<file path="config.mk">
export PLATFORM = sky130hd
export DESIGN_NAME = pfys_divider
export DESIGN_NICKNAME = d
export VERILOG_FILES = /design/src/design/pfys_pkg.sv /design/src/design/pfys_divider.sv
export SDC_FILE = /design/constraint.sdc
export NUM_CORES = 1
export LEC_CHECK = 0
export ABC_AREA = 0
export ABC_CLOCK_PERIOD_IN_PS = 6060
export BUFFER_PORTS_ARGS = -buffer_cell sky130_fd_sc_hd__buf_2
export CORE_UTILIZATION = 30
export CTS_CLUSTER_DIAMETER = 150
export DETAILED_ROUTE_END_ITERATION = 10
export SLEW_MARGIN = 0
export SYNTH_ARGS = -nofsm -noshare
export SYNTH_HDL_FRONTEND = slang
export SYNTH_SLANG_ARGS = --single-unit
export TNS_END_PERCENT = 10
</file>
<file path="constraint.sdc">
create_clock -name clock -period 6.06 [get_ports clock]
set_input_delay 0.303 -clock clock [delete_from_list [all_inputs] [get_ports clock]]
set_output_delay 0.303 -clock clock [all_outputs]
set_load 0.03 [all_outputs]
</file>
<file path="src/design/pfys_pkg.sv">
// Shared widths, table entry type and register index codes for the sampler.
package pfys_pkg;

   // Width of population size, sample count, step index and emitted index
   localparam int STEP_W  = 13;
   // Width of a stored table value
   localparam int ENTRY_W = 12;
   // Width of the run tag kept with each table entry
   localparam int TAG_W   = 8;
   // Width of the base value register
   localparam int BASE_W  = 32;
   // Width of the emitted sample value
   localparam int SAMPLE_W = BASE_W + 1;
   // Width of the configuration index
   localparam int CSR_IDX_W = 2;

   // Tag zero marks entries cleared by a sweep; live runs use the others
   localparam logic [TAG_W-1:0] TAG_SWEPT = '0;
   localparam logic [TAG_W-1:0] TAG_FIRST = TAG_W'(1);
   localparam logic [TAG_W-1:0] TAG_LAST  = '1;

   // Configuration register indexes
   localparam logic [CSR_IDX_W-1:0] CSR_POPULATION_SIZE = 2'd0;
   localparam logic [CSR_IDX_W-1:0] CSR_SAMPLE_COUNT    = 2'd1;
   localparam logic [CSR_IDX_W-1:0] CSR_BASE_VALUE      = 2'd2;

   // One table entry: the run tag it was written in and the stored value
   typedef struct packed {
      logic [TAG_W-1:0]   tag;
      logic [ENTRY_W-1:0] value;
   } table_entry_type;

endpackage

</file>
<file path="src/design/pfys_divider.sv">
// Restoring serial divider that returns the remainder, one quotient bit a cycle.
module pfys_divider
   import pfys_pkg::*;
#(
   parameter int RANDOM_WIDTH = 32
) (
   input  logic                    clock,
   input  logic                    reset,
   input  logic                    start,
   input  logic [RANDOM_WIDTH-1:0] dividend,
   input  logic [STEP_W-1:0]       divisor,
   output logic                    busy,
   output logic [STEP_W-1:0]       remainder
);

   localparam int CNT_W = $clog2(RANDOM_WIDTH + 1);

   logic [RANDOM_WIDTH-1:0] quot_ff, quot_in;
   logic [STEP_W-1:0]       rem_ff, rem_in;
   logic [STEP_W-1:0]       div_ff, div_in;
   logic [CNT_W-1:0]        count_ff, count_in;
   logic [STEP_W:0]         trial;

   // One shift-and-subtract step; the partial remainder stays below the divisor
   always_comb begin
      quot_in  = quot_ff;
      rem_in   = rem_ff;
      div_in   = div_ff;
      count_in = count_ff;
      trial    = {rem_ff, quot_ff[RANDOM_WIDTH-1]};
      if (start) begin
         quot_in  = dividend;
         rem_in   = '0;
         div_in   = divisor;
         count_in = CNT_W'(RANDOM_WIDTH);
      end else if (count_ff != '0) begin
         quot_in  = {quot_ff[RANDOM_WIDTH-2:0], 1'b0};
         if (trial >= {1'b0, div_ff}) begin
            rem_in = STEP_W'(trial - {1'b0, div_ff});
         end else begin
            rem_in = trial[STEP_W-1:0];
         end
         count_in = count_ff - 1'b1;
      end
   end

   always_ff @(posedge clock) begin
      if (reset) begin
         count_ff <= '0;
      end else begin
         count_ff <= count_in;
      end
      quot_ff <= quot_in;
      rem_ff  <= rem_in;
      div_ff  <= div_in;
   end

   assign busy      = (count_ff != '0);
   assign remainder = rem_ff;

endmodule

</file>
# == After elaboration in Yosys (flattened, before gate mapping) ==
# Index checks and enable logic that the tools add are counted.
# totals
regBits,64
latchBits,0
ram_bits,0
romBits,0
input_bits,48
out_inout_bits,14
elab_cells,16
memories,0
# classes
add_sub_neg,2
n_mul,0
n_div,0
order_cmp,1
n_eq_ne,0
n_shift,0
muxes,5
bitwise,0
n_reduce_logical,3
# op_table
op,n
32-bit 2-to-1 mux,2
14-bit by 13-bit greater-or-equal comparator with 1-bit output,1
13-bit 2-to-1 mux,1
13-bit subtractor,1
6-bit 2-to-1 mux,2
6-bit nonzero test,1
"6-bit by 1-bit subtractor with 6-bit output, second input constant",1
2-bit nonzero test,1
2-bit OR reduction,1

# == Longest topological paths before layout ==
# Gate-level depths: netlist of run 1.
# depth
depth_word,3
mapped_depth,11
depth_no_buf,10

# == Worst setup path after synthesis of run 1 ==
# OpenSTA, ideal clock, no wires.
# synth_path
path_kind,register -> register
start,register rem_ff[0] (netlist: remainder[0])
end,register rem_ff[4] (netlist: remainder[4])
setup_ns,0.091
arrival_ns,2.277
t_required_ns,5.969
setup_slack_ns,3.692
path_stages_with_launch,10
n_path_buf,0
period_less_slack_ns,2.368
cell_sequence,dfxtp_1 -> inv_1 -> fa_1 -> nor2b_1 -> o31a_4 -> o21ai_4 -> a21oi_4 -> nor2_8 -> a211o_1 -> a311oi_1
# synth_via
elab_chain_len,2
elab_cells_between_ends,3
cone_classes,1 x add/sub; 1 x order compare; 1 x mux
# synth_lines
item,line,text
from (decl),pfys_divider.sv:19,"logic [STEP_W-1:0] rem_ff, rem_in;"
from (signal assigned),pfys_divider.sv:54,rem_ff <= rem_in;
13-bit subtractor / 14-bit by 13-bit greater-or-equal comparator with 1-bit output (equally long branches),"pfys_divider.sv:39, pfys_divider.sv:38",
13-bit 2-to-1 mux *,pfys_divider.sv:38,"if (trial >= {1'b0, div_ff}) begin"
# Mark *: on every way between the ends. The rest lies on a longest branch, timed or not.
# A chain may end at the register's enable or synchronous reset.

# == Final worst setup path of run 1 ==
# layout_path
start,register count_ff[0]
end,output busy
# layout_via
elab_chain_len,1
# layout_lines
item,line,text
from (decl),pfys_divider.sv:21,"logic [CNT_W-1:0] count_ff, count_in;"
from (signal assigned),pfys_divider.sv:51,count_ff <= count_in;
6-bit nonzero test,pfys_divider.sv:58,assign busy = (count_ff != '0);
to (decl),pfys_divider.sv:12,"output logic busy,"
# No other way between the ends.

==> impl_results.md, run 1 <==
* Detailed Place HPWL at 4610 um
* Final setup TNS at 0 ns
* Predominant post-synthesis flop cell: edfxtp_1
* Full die area at 11560 um2
* P_leak at 1.643 nW
* Most frequent cell on the critical path: inv_1
* Die height at roughly 110 um
* Final ANT Viol Nets at 0
* Fill count at around 1100
* First-pass GRT wire length at 11300 um
* Cell Area, Synth at 3339 um2
* Num rows at 38
* Final hold violation count at 0
* Vias in the first global route at 2326
* R2r worst-path depth at 10
* Slowest cell on crit path: inv_1
* Crit path arrival time at roughly 2.4 ns
* Worst Hold Class: input port to register
* FF+latch count, synth at 64
* Peak supply drop at 0.1500 mV
* Vias per cell at 4.812
* FF+latch area at 1732 um2
* Initial Utilization at 30.81%
* WP buf/inv at 3
* Clock period minus worst slack at around 2.7 ns
* Comb pwr share at a little over two fifths
* RSZ-0062 raised after global routing: no
* Worst R2R End: remainder[4]
* Final setup violation count at 0
* Nets at ~400
* Htree depth at 3
* Placed cell area at between 3000 and 4000 um2
* Hold path depth at 1
* Antenna cells at 0
* Root Driver: clkbuf_8
* Clk buf depth at 2
* Die width at 107.5 um
* Seq/Total Area, Yosys at 51.85%
* Critical path endpoint category: output port
* Reg-to-reg critical path startpoint: quot_ff[31]
* Final Skew at 0.01011 ns
* Wire length per cell at 13.63 um
* Fin crit share at 44.60%
* Area Growth Syn to Fin at 19.03%
* Yosys warnings at 0
* GP Congestion at just under 0.8
* Worst Path Max Fanout at 25
* Initial antenna violation count at 0
* Drc violations at 0
* Status: completed
* Clk slew on worst S/H paths at approximately 0.070 ns
* Worst skew pair latency at 0.35 ns
* Switch share at 38.97%
* CTS tree: yes
* CP Data Required Time at roughly 5.8 ns
* Number of synthesized flops with an enable pin at 45
* Hold EP: div_ff[5]
* Gr usage total at between 10% and 20%
* Max Freq at 370.0 MHz
* Kind of critical path: register to output port
* Initial drt markers at 94
* Port buffer count at 61
* Slew Viols, Final at 0
* Syn nets at 345
* Via Count at 2353
* Relative slew margins at 49.05%
* CTS buffer count at 9
* FFs w/ async S/R, synth at 0%
* Total I/O pin count at 62
* Top Family by Delay on Critical Path: buffers and inverters
* Pwr/cell area at 481.7 nW/um2
* Resized cells post-CTS at 0
* Cts hold-fix bufs at 0
* Largest net degree at the start of global routing at 37
* Gr ovfl total at 0
* Clk pwr share at 21.1%
* Crit path cell chain: inv_1 -> ha_1 -> nand2_1 -> nor3_2 -> inv_1 -> buf_2
* Final core occ at roughly 37%
* Final wirelength at 6665 um
* Fraction of layout instances using a drive strength above 1 at 33.24%
* Total of max-cap violations at 0
* Worst min-delay path startpoint: divisor[5]
* Internal power at approximately 1.2 mW
* Design Area, Final at 3975 um2
* Area of the multi-input gates at 1456 um2
* CTS Sinks at 64
* Net Sw Power at 0.7461 mW
* Flop2flop setup slack at about 3.6 ns
* Core Region at approximately 11000 um2
* WP depth at 6
* Setup crit start kind: register
* Power share of the sequential group at 35.0%
* Post-CTS setup buffers at 0
* Syn avg cell area at ~12 um2
* Post-synthesis cell count at 282
* Slew @ Worst Pin at 0.7633 ns
* Detailed-router iteration count before antenna repair at 4
* Yosys cell types at between 50 and 60
* CP max stage delay at roughly 0.53 ns
[per-stage QoR]
step | hold WS, ns | std cells | worst slack (ns) | total power [mW]
2_1_floorplan | 0.3721 | 282 | 3.692 | 1.350
3_3_place_gp | 0.4795 | 473 | 3.673 | 1.510
3_5_place_dp | 0.4818 | 473 | 3.596 | 1.520
4_1_cts | 0.1011 | 489 | 3.309 | 1.937
5_1_grt | 0.09927 | 489 | 3.133 | 2.059
6_report | 0.1235 | 489 | 3.357 | 1.915
[layout make-up]
class | count | area share (%)
sequential | 64 | 43.56
tap | 140 | 4.407
inverter | 21 | 1.983
timing repair buffer | 63 | 8.058
clock buffer | 11 | 3.305
clock inverter | 5 | 2.046
multi-input combinational | 185 | 36.64
[synth_stat cells, types with 2 or more instances]
cell type   n  area, um2
clkbuf_1    8      30.03
o31ai_1     3      22.52
dfxtp_1    19      380.4
mux2i_1     6      60.06
a31oi_1     2      12.51
nand3b_1    2      15.01
nand4_1     3      18.77
o21a_1      4      30.03
mux2_2     31      349.1
a21oi_2     2      17.52
ha_1       14      175.2
xor2_1      3      26.28
a211oi_1    6      45.04
nor4_1      4      25.02
edfxtp_1   45       1351
nor2b_1     2      12.51
a211o_1     3      26.28
o21bai_1    3      22.52
o21ai_0     7      35.03
nand3_1     3      15.01
a21oi_1     9      45.04
a311oi_1    4      35.03
inv_1      21      78.83
o311ai_0    2      17.52
nor2_1     22      82.58
buf_6       2      22.52
xnor2_1     6      52.55
nor3_1      6      30.03
nand2_1    16      60.06
[worst max path at each step]
stage | start | endpoint | slack [ns]
2_1_floorplan | remainder[0] | remainder[4] | 3.69
3_3_place_gp | quot_ff[31] | remainder[4] | 3.67
3_5_place_dp | quot_ff[31] | remainder[4] | 3.60
4_1_cts | count_ff[0] | busy | 3.31
5_1_grt | count_ff[0] | busy | 3.13
6_report | count_ff[0] | busy | 3.36
[flip-flops by register name (all words and copies together) (netlist names)]
| signal | flops |
|---|---|
| count_ff | 6 |
| div_ff | 13 |
| quot_ff | 32 |
| remainder | 13 |
[kinds of logic (layout without fill, tap and decap cells)]
family / Yosys count / count (layout) / share of synthesized area, %
simple gates: 66 / 66 / 9.967
flops: 64 / 64 / 51.85
compound gates: 58 / 58 / 13.19
mux: 37 / 37 / 12.25
buf+inv: 33 / 100 / 4.533
fa+ha+maj: 15 / 15 / 5.845
xor+xnor: 9 / 9 / 2.361
[power groups by stage]
stage	clock, mW	combinational (mW)	sequential, mW
after floorplan	0	0.602	0.748
after global placement	0	0.833	0.677
after detailed placement	0	0.840	0.680
after CTS	0.419	0.845	0.672
after global routing	0.436	0.934	0.689
final	0.404	0.840	0.670
[cell usage in the layout (no fill, tap or decap), types with 4 or more instances in the layout]
master and n:
buf_2 61, edfxtp_1 45, mux2_2 31, nor2_1 22, inv_1 21, dfxtp_1 19, nand2_1 16, ha_1 14
a21oi_1 9, clkbuf_8 9, o21ai_0 7, nor3_1 6, xnor2_1 6, mux2i_1 6, a211oi_1 6, nor4_1 4
o21a_1 4, a311oi_1 4
[metal layers]
| layer | vias up | share of wire [%] | global-route usage, % |
|---|---|---|---|
| met5 | - | 0 | 0 |
| li1 | 1177 | - | - |
| met4 | 0 | 1.8 | 5.088 |
| met1 | 1112 | 49 | 17.03 |
| met2 | 55 | 43 | 18.73 |
| met3 | 9 | 5.7 | 5.206 |
No activity file was read; power rests on OpenSTA's default activity.
==> run 2: changes to the inputs <==
Settings changed: ABC_CLOCK_PERIOD_IN_PS 6060 to 2760.
Clock period 6.06 ns to 2.76 ns, I/O delays scaled along.
==> run 2 against run 1 <==
Critical endpoint is now remainder[4]; clock power up 92%; sequential power up 120%; register-to-register slack worse by 3.3 ns; combinational power up 120%; critical path depth grew 4; design area rose by 3.5%; clock-buffer cell count decreased by 2; highest routed layer unchanged; cell count rose by 3.3%; critical path type is now register to register; non-clock buffer count up 16; clock skew shrank 0.0022 ns; worst hold slack got worse by 0.086 ns; worst setup slack worse by 3.1 ns.
==> impl_results.md, run 2 (synthesis results as in run 1) <==
* Total of max-cap violations at 0 (unchanged)
* Reg-to-reg critical path startpoint: quot_ff[31]
* Clk buf depth at 2 (unchanged)
* Clock period minus worst slack at 2.453 ns
* Status: completed
* Final WS setup at 0.3070 ns (-3.050 ns)
* CTS Sinks at 64 (unchanged)
* R2r worst-path depth at 10 (unchanged)
* Final hold violation count at 0 (unchanged)
* WP buf/inv at 1 (-2)
* Final Skew at 0.007870 ns (-0.002241 ns)
* Slowest cell on crit path: fa_1
* Internal power at 2.493 mW (+110%)
* Initial Utilization at 30.81% (unchanged)
* Post-place setup slack at 0.3344 ns (-3.261 ns)
* Final wirelength at 6659 um (about the same)
* Wire length per cell at 13.19 um (-3.3%)
* Gr usage total at 12.65% (-0.26 points)
* Crit path arrival time at 2.70 ns (+0.30 ns)
* Final setup violation count at 0 (unchanged)
* Worst R2R End: remainder[4]
* Vias in the first global route at 2349 (+0.99%)
* Hold EP: count_ff[5]
* Most common cell after layout, fill and taps aside: buf_2
* Detailed-router iteration count before antenna repair at 5 (+1)
* Die height at 107.5 um (unchanged)
* Post-Place Cells at 476 (+0.63%)
* CTS tree: yes
* Via Count at 2358 (+0.21%)
* Max reg flops at 32 (unchanged)
* Slew Viols, Final at 0 (unchanged)
* Root Driver: clkbuf_8
* Power share of the sequential group at 35.7% (+0.7 points)
* Most frequent cells in the layout: 61 x buf_2, 45 x edfxtp_1, 31 x mux2_2
* Vias per cell at 4.669 (-3.0%)
* Final setup TNS at 0 ns (unchanged)
* Worst Path Max Fanout at 16 (-36%)
* Relative slew margins at 63.30% (+14 points)
* Antenna cells at 0 (unchanged)
* Hold Slack at 0.03724 ns (-0.08629 ns)
* P_leak at 1.705 nW (+3.7%)
* Nets at 423 (+3.9%)
* Crit path cell chain: inv_1 -> ha_1 -> fa_1 -> nor2b_1 -> o31a_4 -> o21ai_4 -> a21oi_4 -> nor2_8 -> a211o_1 -> a311oi_1
* Flop2flop setup slack at 0.31 ns (-3.28 ns)
* Htree depth at 3 (unchanged)
* Final ANT Viol Nets at 0 (unchanged)
* CP Data Required Time at 3.01 ns (-2.75 ns)
* Placed cell area at 3797 um2 (+0.93%)
* Switch share at 39.57% (+0.60 points)
* Full die area at 11560 um2 (unchanged)
* Peak supply drop at 0.2674 mV (+78%)
* Hold path depth at 2 (+1)
* Total I/O pin count at 62 (unchanged)
* Core Region at 10840 um2 (unchanged)
* Largest net degree at the start of global routing at 35 (-5.4%)
* Fraction of layout instances using a drive strength above 1 at 32.33% (-0.91 points)
* Comb pwr share at 45.5% (+1.6 points)
* Initial drt markers at 116 (+23%)
* GP Congestion at 0.7998 (+1.8%)
* Pwr/cell area at 1003 nW/um2 (+110%)
* RSZ-0062 raised after global routing: no
* Area Growth Syn to Fin at 23.19%
* Design Area, Final at 4114 um2 (+3.5%)
* Slew @ Worst Pin at 0.5505 ns (-0.2129 ns)
* Worst min-delay path startpoint: reset
* Biggest register: quot_ff
* Setup crit start kind: register
* Die width at 107.5 um (unchanged)
* CP max stage delay at 0.40 ns (-0.13 ns)
* Top Family by Delay on Critical Path: compound AO/OA/AOI/OAI gates
* Clk pwr share at 18.8% (-2.3 points)
* Non-Filler Instances at 505 (+3.3%)
* Kind of critical path: register to register
* Net Sw Power at 1.632 mW (+120%)
* Fin crit share at between 80% and 90%
* Max Freq at 407.7 MHz
* Num rows at 38 (unchanged)
* Critical path endpoint category: register
* Final core occ at 37.95% (+1.3 points)
* Port buffer count at 61 (unchanged)
* Initial antenna violation count at 0 (unchanged)
* Drc violations at 0 (unchanged)
* Worst skew pair latency at 0.34 ns (about the same)
* CTS buffer count at 9 (unchanged)
* Design Power at 4.125 mW (+120%)
* Worst Hold Class: input port to register
* Gr ovfl total at 0 (unchanged)
* Detailed Place HPWL at 4638 um (+0.61%)
* First-pass GRT wire length at 11140 um (-1.3%)
* Clk slew on worst S/H paths at 0.07 ns (about the same)
-- run 2: cell types whose count changed in the layout (fill, tap and decap cells not counted), sizes merged --
cell	previous run	this run
dlygate4sd3	0	13
buf	63	66
clkinv	2	5
bufinv	2	1
clkbuf	11	9
-- run 2: power groups by stage --
stage | clock (mW) | combinational, mW | sequential (mW)
2_1_floorplan | 0 | 1.32 | 1.64
3_3_place_gp | 0 | 1.84 | 1.49
3_5_place_dp | 0 | 1.86 | 1.50
4_1_cts | 0.810 | 1.88 | 1.48
5_1_grt | 0.852 | 2.08 | 1.51
6_report | 0.776 | 1.88 | 1.47
-- run 2: per-layer routing --
metal	vias to the layer above	part of all wire, %	wire length, um	global-route usage (%)
met2	43	44	2947	19.78
met4	0	1.4	96	5.284
met3	6	5.6	373	4.722
met5	-	0	0	0
li1	1212	-	-	-
met1	1097	49	3241	15.60
-- run 2: worst max path at each step --
stage / to / slack (ns) / cells after the start / start
2_1_floorplan: remainder[4] / 0.39 / 9 / remainder[0]
3_3_place_gp: remainder[4] / 0.38 / 10 / quot_ff[31]
3_5_place_dp: remainder[4] / 0.33 / 10 / quot_ff[31]
4_1_cts: remainder[4] / 0.29 / 10 / quot_ff[31]
5_1_grt: remainder[12] / 0.16 / 10 / quot_ff[31]
6_report: remainder[4] / 0.31 / 10 / quot_ff[31]
-- run 2: worst reg2reg max path: stages, from the launching register on --
cell and delay (ns):
edfxtp_1 0.35, inv_1 0.05, ha_1 0.21, fa_1 0.40
nor2b_1 0.20, o31a_4 0.18, o21ai_4 0.07, a21oi_4 0.25
nor2_8 0.11, a211o_1 0.29, a311oi_1 0.25
-- run 2: layout make-up --
class	instances	area, um2
tap	140	175.2
fill	1111	6726
multi-input combinational	185	1456
clock buffer	9	123.9
timing repair buffer	79	485.5
inverter	21	78.83
clock inverter	7	62.56
sequential	64	1732
-- run 2: what timing repair did --
item | in CTS | in global routing
gates resized for setup | 0 | 0
hold endpoints to repair | 13 | 0
buffers inserted | 0 | 0
hold buffers | 13 | 0
==> run 3: changes to the inputs <==
==> constraint.sdc (replaced) <==
create_clock -name clock -period 2.76 [get_ports clock]
set_input_delay 0.552 -clock clock [delete_from_list [all_inputs] [get_ports clock]]
set_output_delay 0.552 -clock clock [all_outputs]
set_load 0.03 [all_outputs]
==> run 3 against run 2 <==
Wire length increased by 0.14%; clock power increased by 17%; critical path type unchanged; non-clock buffer count decreased by 13; critical path depth unchanged; sequential power about the same; worst setup slack got worse by 0.020 ns; largest cell class unchanged.
==> impl_results.md, run 3 (synthesis results as in run 1) <==
* Biggest register: quot_ff
* Relative slew margins at 70.48% (+7.2 points)
* Max Freq at 404.4 MHz (-0.79%)
* Hold path depth at 1 (-1)
* Final hold violation count at 0 (unchanged)
* Power share of the sequential group at 34.6% (-1.1 points)
* Vias in the first global route at 2351 (+0.085%)
* FF+latch area at 1732 um2 (unchanged)
* Setup crit start kind: register
* Status: completed
* Pwr/cell area at 1053 nW/um2 (+5.1%)
* Crit path arrival time at 2.73 ns (+0.03 ns)
* Max reg flops at 32 (unchanged)
* P_leak at 1.675 nW (-1.8%)
* RSZ-0062 raised after global routing: no
* Cts hold-fix bufs at 0 (-13)
* Fill count at 1105 (-0.54%)
* Num rows at 38 (unchanged)
* Final wirelength at 6668 um (+0.14%)
* Clk pwr share at 21.3% (+2.5 points)
* Worst Hold Class: input port to register
* Total I/O pin count at 62 (unchanged)
* Detailed Place HPWL at 4687 um (+1.0%)
* Antenna cells at 0 (unchanged)
* Initial antenna violation count at 0 (unchanged)
* Switch share at 39.06% (-0.51 points)
* Worst min-delay path startpoint: divisor[8]
* Final setup violation count at 0 (unchanged)
* Clock period minus worst slack at 2.473 ns (+0.01951 ns)
* Most frequent cells in the layout: 61 x buf_2, 45 x edfxtp_1, 31 x mux2_2
* Clk slew on worst S/H paths at 0.08 ns (about the same)
* Most common cell after layout, fill and taps aside: buf_2
* CTS tree: yes
* CP Data Required Time at 3.02 ns (about the same)
* Area Growth Syn to Fin at 20.64%
* Vias per cell at 4.783 (+2.4%)
* Worst R2R End: remainder[4]
* Gr ovfl total at 0 (unchanged)
* Via Count at 2353 (-0.21%)
* Clk buf depth at 2 (unchanged)
* Fraction of layout instances using a drive strength above 1 at 34.09% (+1.8 points)
* Final ANT Viol Nets at 0 (unchanged)
* Internal power at 2.586 mW (+3.7%)
* Post-CTS setup buffers at 0 (unchanged)
* Slew @ Worst Pin at 0.4388 ns (-0.1117 ns)
* Hold EP: div_ff[8]
* Area of the multi-input gates at 1456 um2 (unchanged)
* Die height at 107.5 um (unchanged)
* Peak supply drop at 0.3434 mV (+28%)
* Final setup TNS at 0 ns (unchanged)
* Largest net degree at the start of global routing at 33 (-5.7%)
* Critical path endpoint category: register
* Full die area at 11560 um2 (unchanged)
* Root Driver: clkbuf_8
* CTS Sinks at 64 (unchanged)
* Initial drt markers at 125 (+7.8%)
* Die width at 107.5 um (unchanged)
* Net Sw Power at 1.657 mW (+1.6%)
* Core Region at 10840 um2 (unchanged)
* Wire length per cell at 13.55 um (+2.8%)
* Kind of critical path: register to register
* Reg-to-reg critical path startpoint: quot_ff[31]
* Port buffer count at 61 (unchanged)
* Htree depth at 3 (unchanged)
* Gr usage total at 13.02% (+0.37 points)
* R2r worst-path depth at 10 (unchanged)
* Nets at 410 (-3.1%)
* Final Skew at 0.01000 ns (+0.002134 ns)
* Slew Viols, Final at 0 (unchanged)
* Resized cells post-CTS at 0 (unchanged)
* Comb pwr share at 44.0% (-1.5 points)
* Drc violations at 0 (unchanged)
* Worst skew pair latency at 0.35 ns (about the same)
* First-pass GRT wire length at 11370 um (+2.0%)
* Fin crit share at 89.59% (+0.71 points)
* GP Congestion at 0.8015 (+0.21%)
* Worst Path Max Fanout at 16 (unchanged)
* Initial Utilization at 30.81% (unchanged)
* Detailed-router iteration count before antenna repair at 4 (-1)
* CTS buffer count at 9 (unchanged)
* Design Power at 4.243 mW (+2.9%)
* Flop2flop setup slack at 0.29 ns (-0.02 ns)
* Total of max-cap violations at 0 (unchanged)
==> run 3: cell types whose count changed in the layout (fill, tap and decap cells not counted) <==
cell / change
buf_12: +1
buf_4: -1
bufinv_16: +1
clkinv_1: -2
clkinv_4: +1
clkinvlp_4: -1
dlygate4sd3_1: -13
inv_6: +1
==> run 3: worst max-delay path by stage <==
| stage | end | start |
|---|---|---|
| after floorplan | remainder[4] | remainder[0] |
| after global placement | remainder[4] | quot_ff[31] |
| after detailed placement | remainder[4] | quot_ff[31] |
| after CTS | remainder[4] | quot_ff[31] |
| after global routing | remainder[4] | quot_ff[31] |
| final | remainder[4] | quot_ff[31] |
==> run 3: through the flow <==
step                hold slack (ns)  worst slack, ns  cell area (um2)  utilization (%)  std cells
finish                       0.3766           0.2874             4029            37.17        492
CTS                          0.3584           0.2869             4029            37.17        492
global route                 0.3575          0.09834             4029            37.17        492
floorplan                    0.4867           0.3919             3339                -        282
detailed placement           0.5059           0.3133             3810            35.15        476
global placement             0.4991           0.3760             3810            35.15        476
==> run 3: metal layers <==
layer  share of wire [%]  GRT usage (%)  up-vias
met2                  44          19.14       54
met3                 6.1          4.782        6
met1                  48          17.02     1112
met5                   0              0        -
met4                 1.2          5.675        0
li1                    -              -     1181
==> run 3: worst max-delay path, cell delays in order, from the launching register on <==
cell	delay, ns
edfxtp_1	0.36
inv_1	0.05
ha_1	0.21
fa_1	0.40
nor2b_1	0.21
o31a_4	0.18
o21ai_4	0.07
a21oi_4	0.25
nor2_8	0.11
a211o_1	0.29
a311oi_1	0.25
==> run 3: power by group through the flow <==
stage	registers [mW]	clock network [mW]	logic, mW
2_1_floorplan	1.64	0	1.32
3_5_place_dp	1.49	0	1.86
5_1_grt	1.51	0.976	2.08
4_1_cts	1.48	0.931	1.88
6_report	1.47	0.906	1.87
3_3_place_gp	1.49	0	1.86
==> run 3: area by class of cell <==
type,count,area share (%)
inverters,21,1.957
repair buffers,66,9.130
clock buffers,9,3.075
well taps,140,4.348
multi-input cells,185,36.15
flip-flops and latches,64,42.98
clock inverters,7,2.360
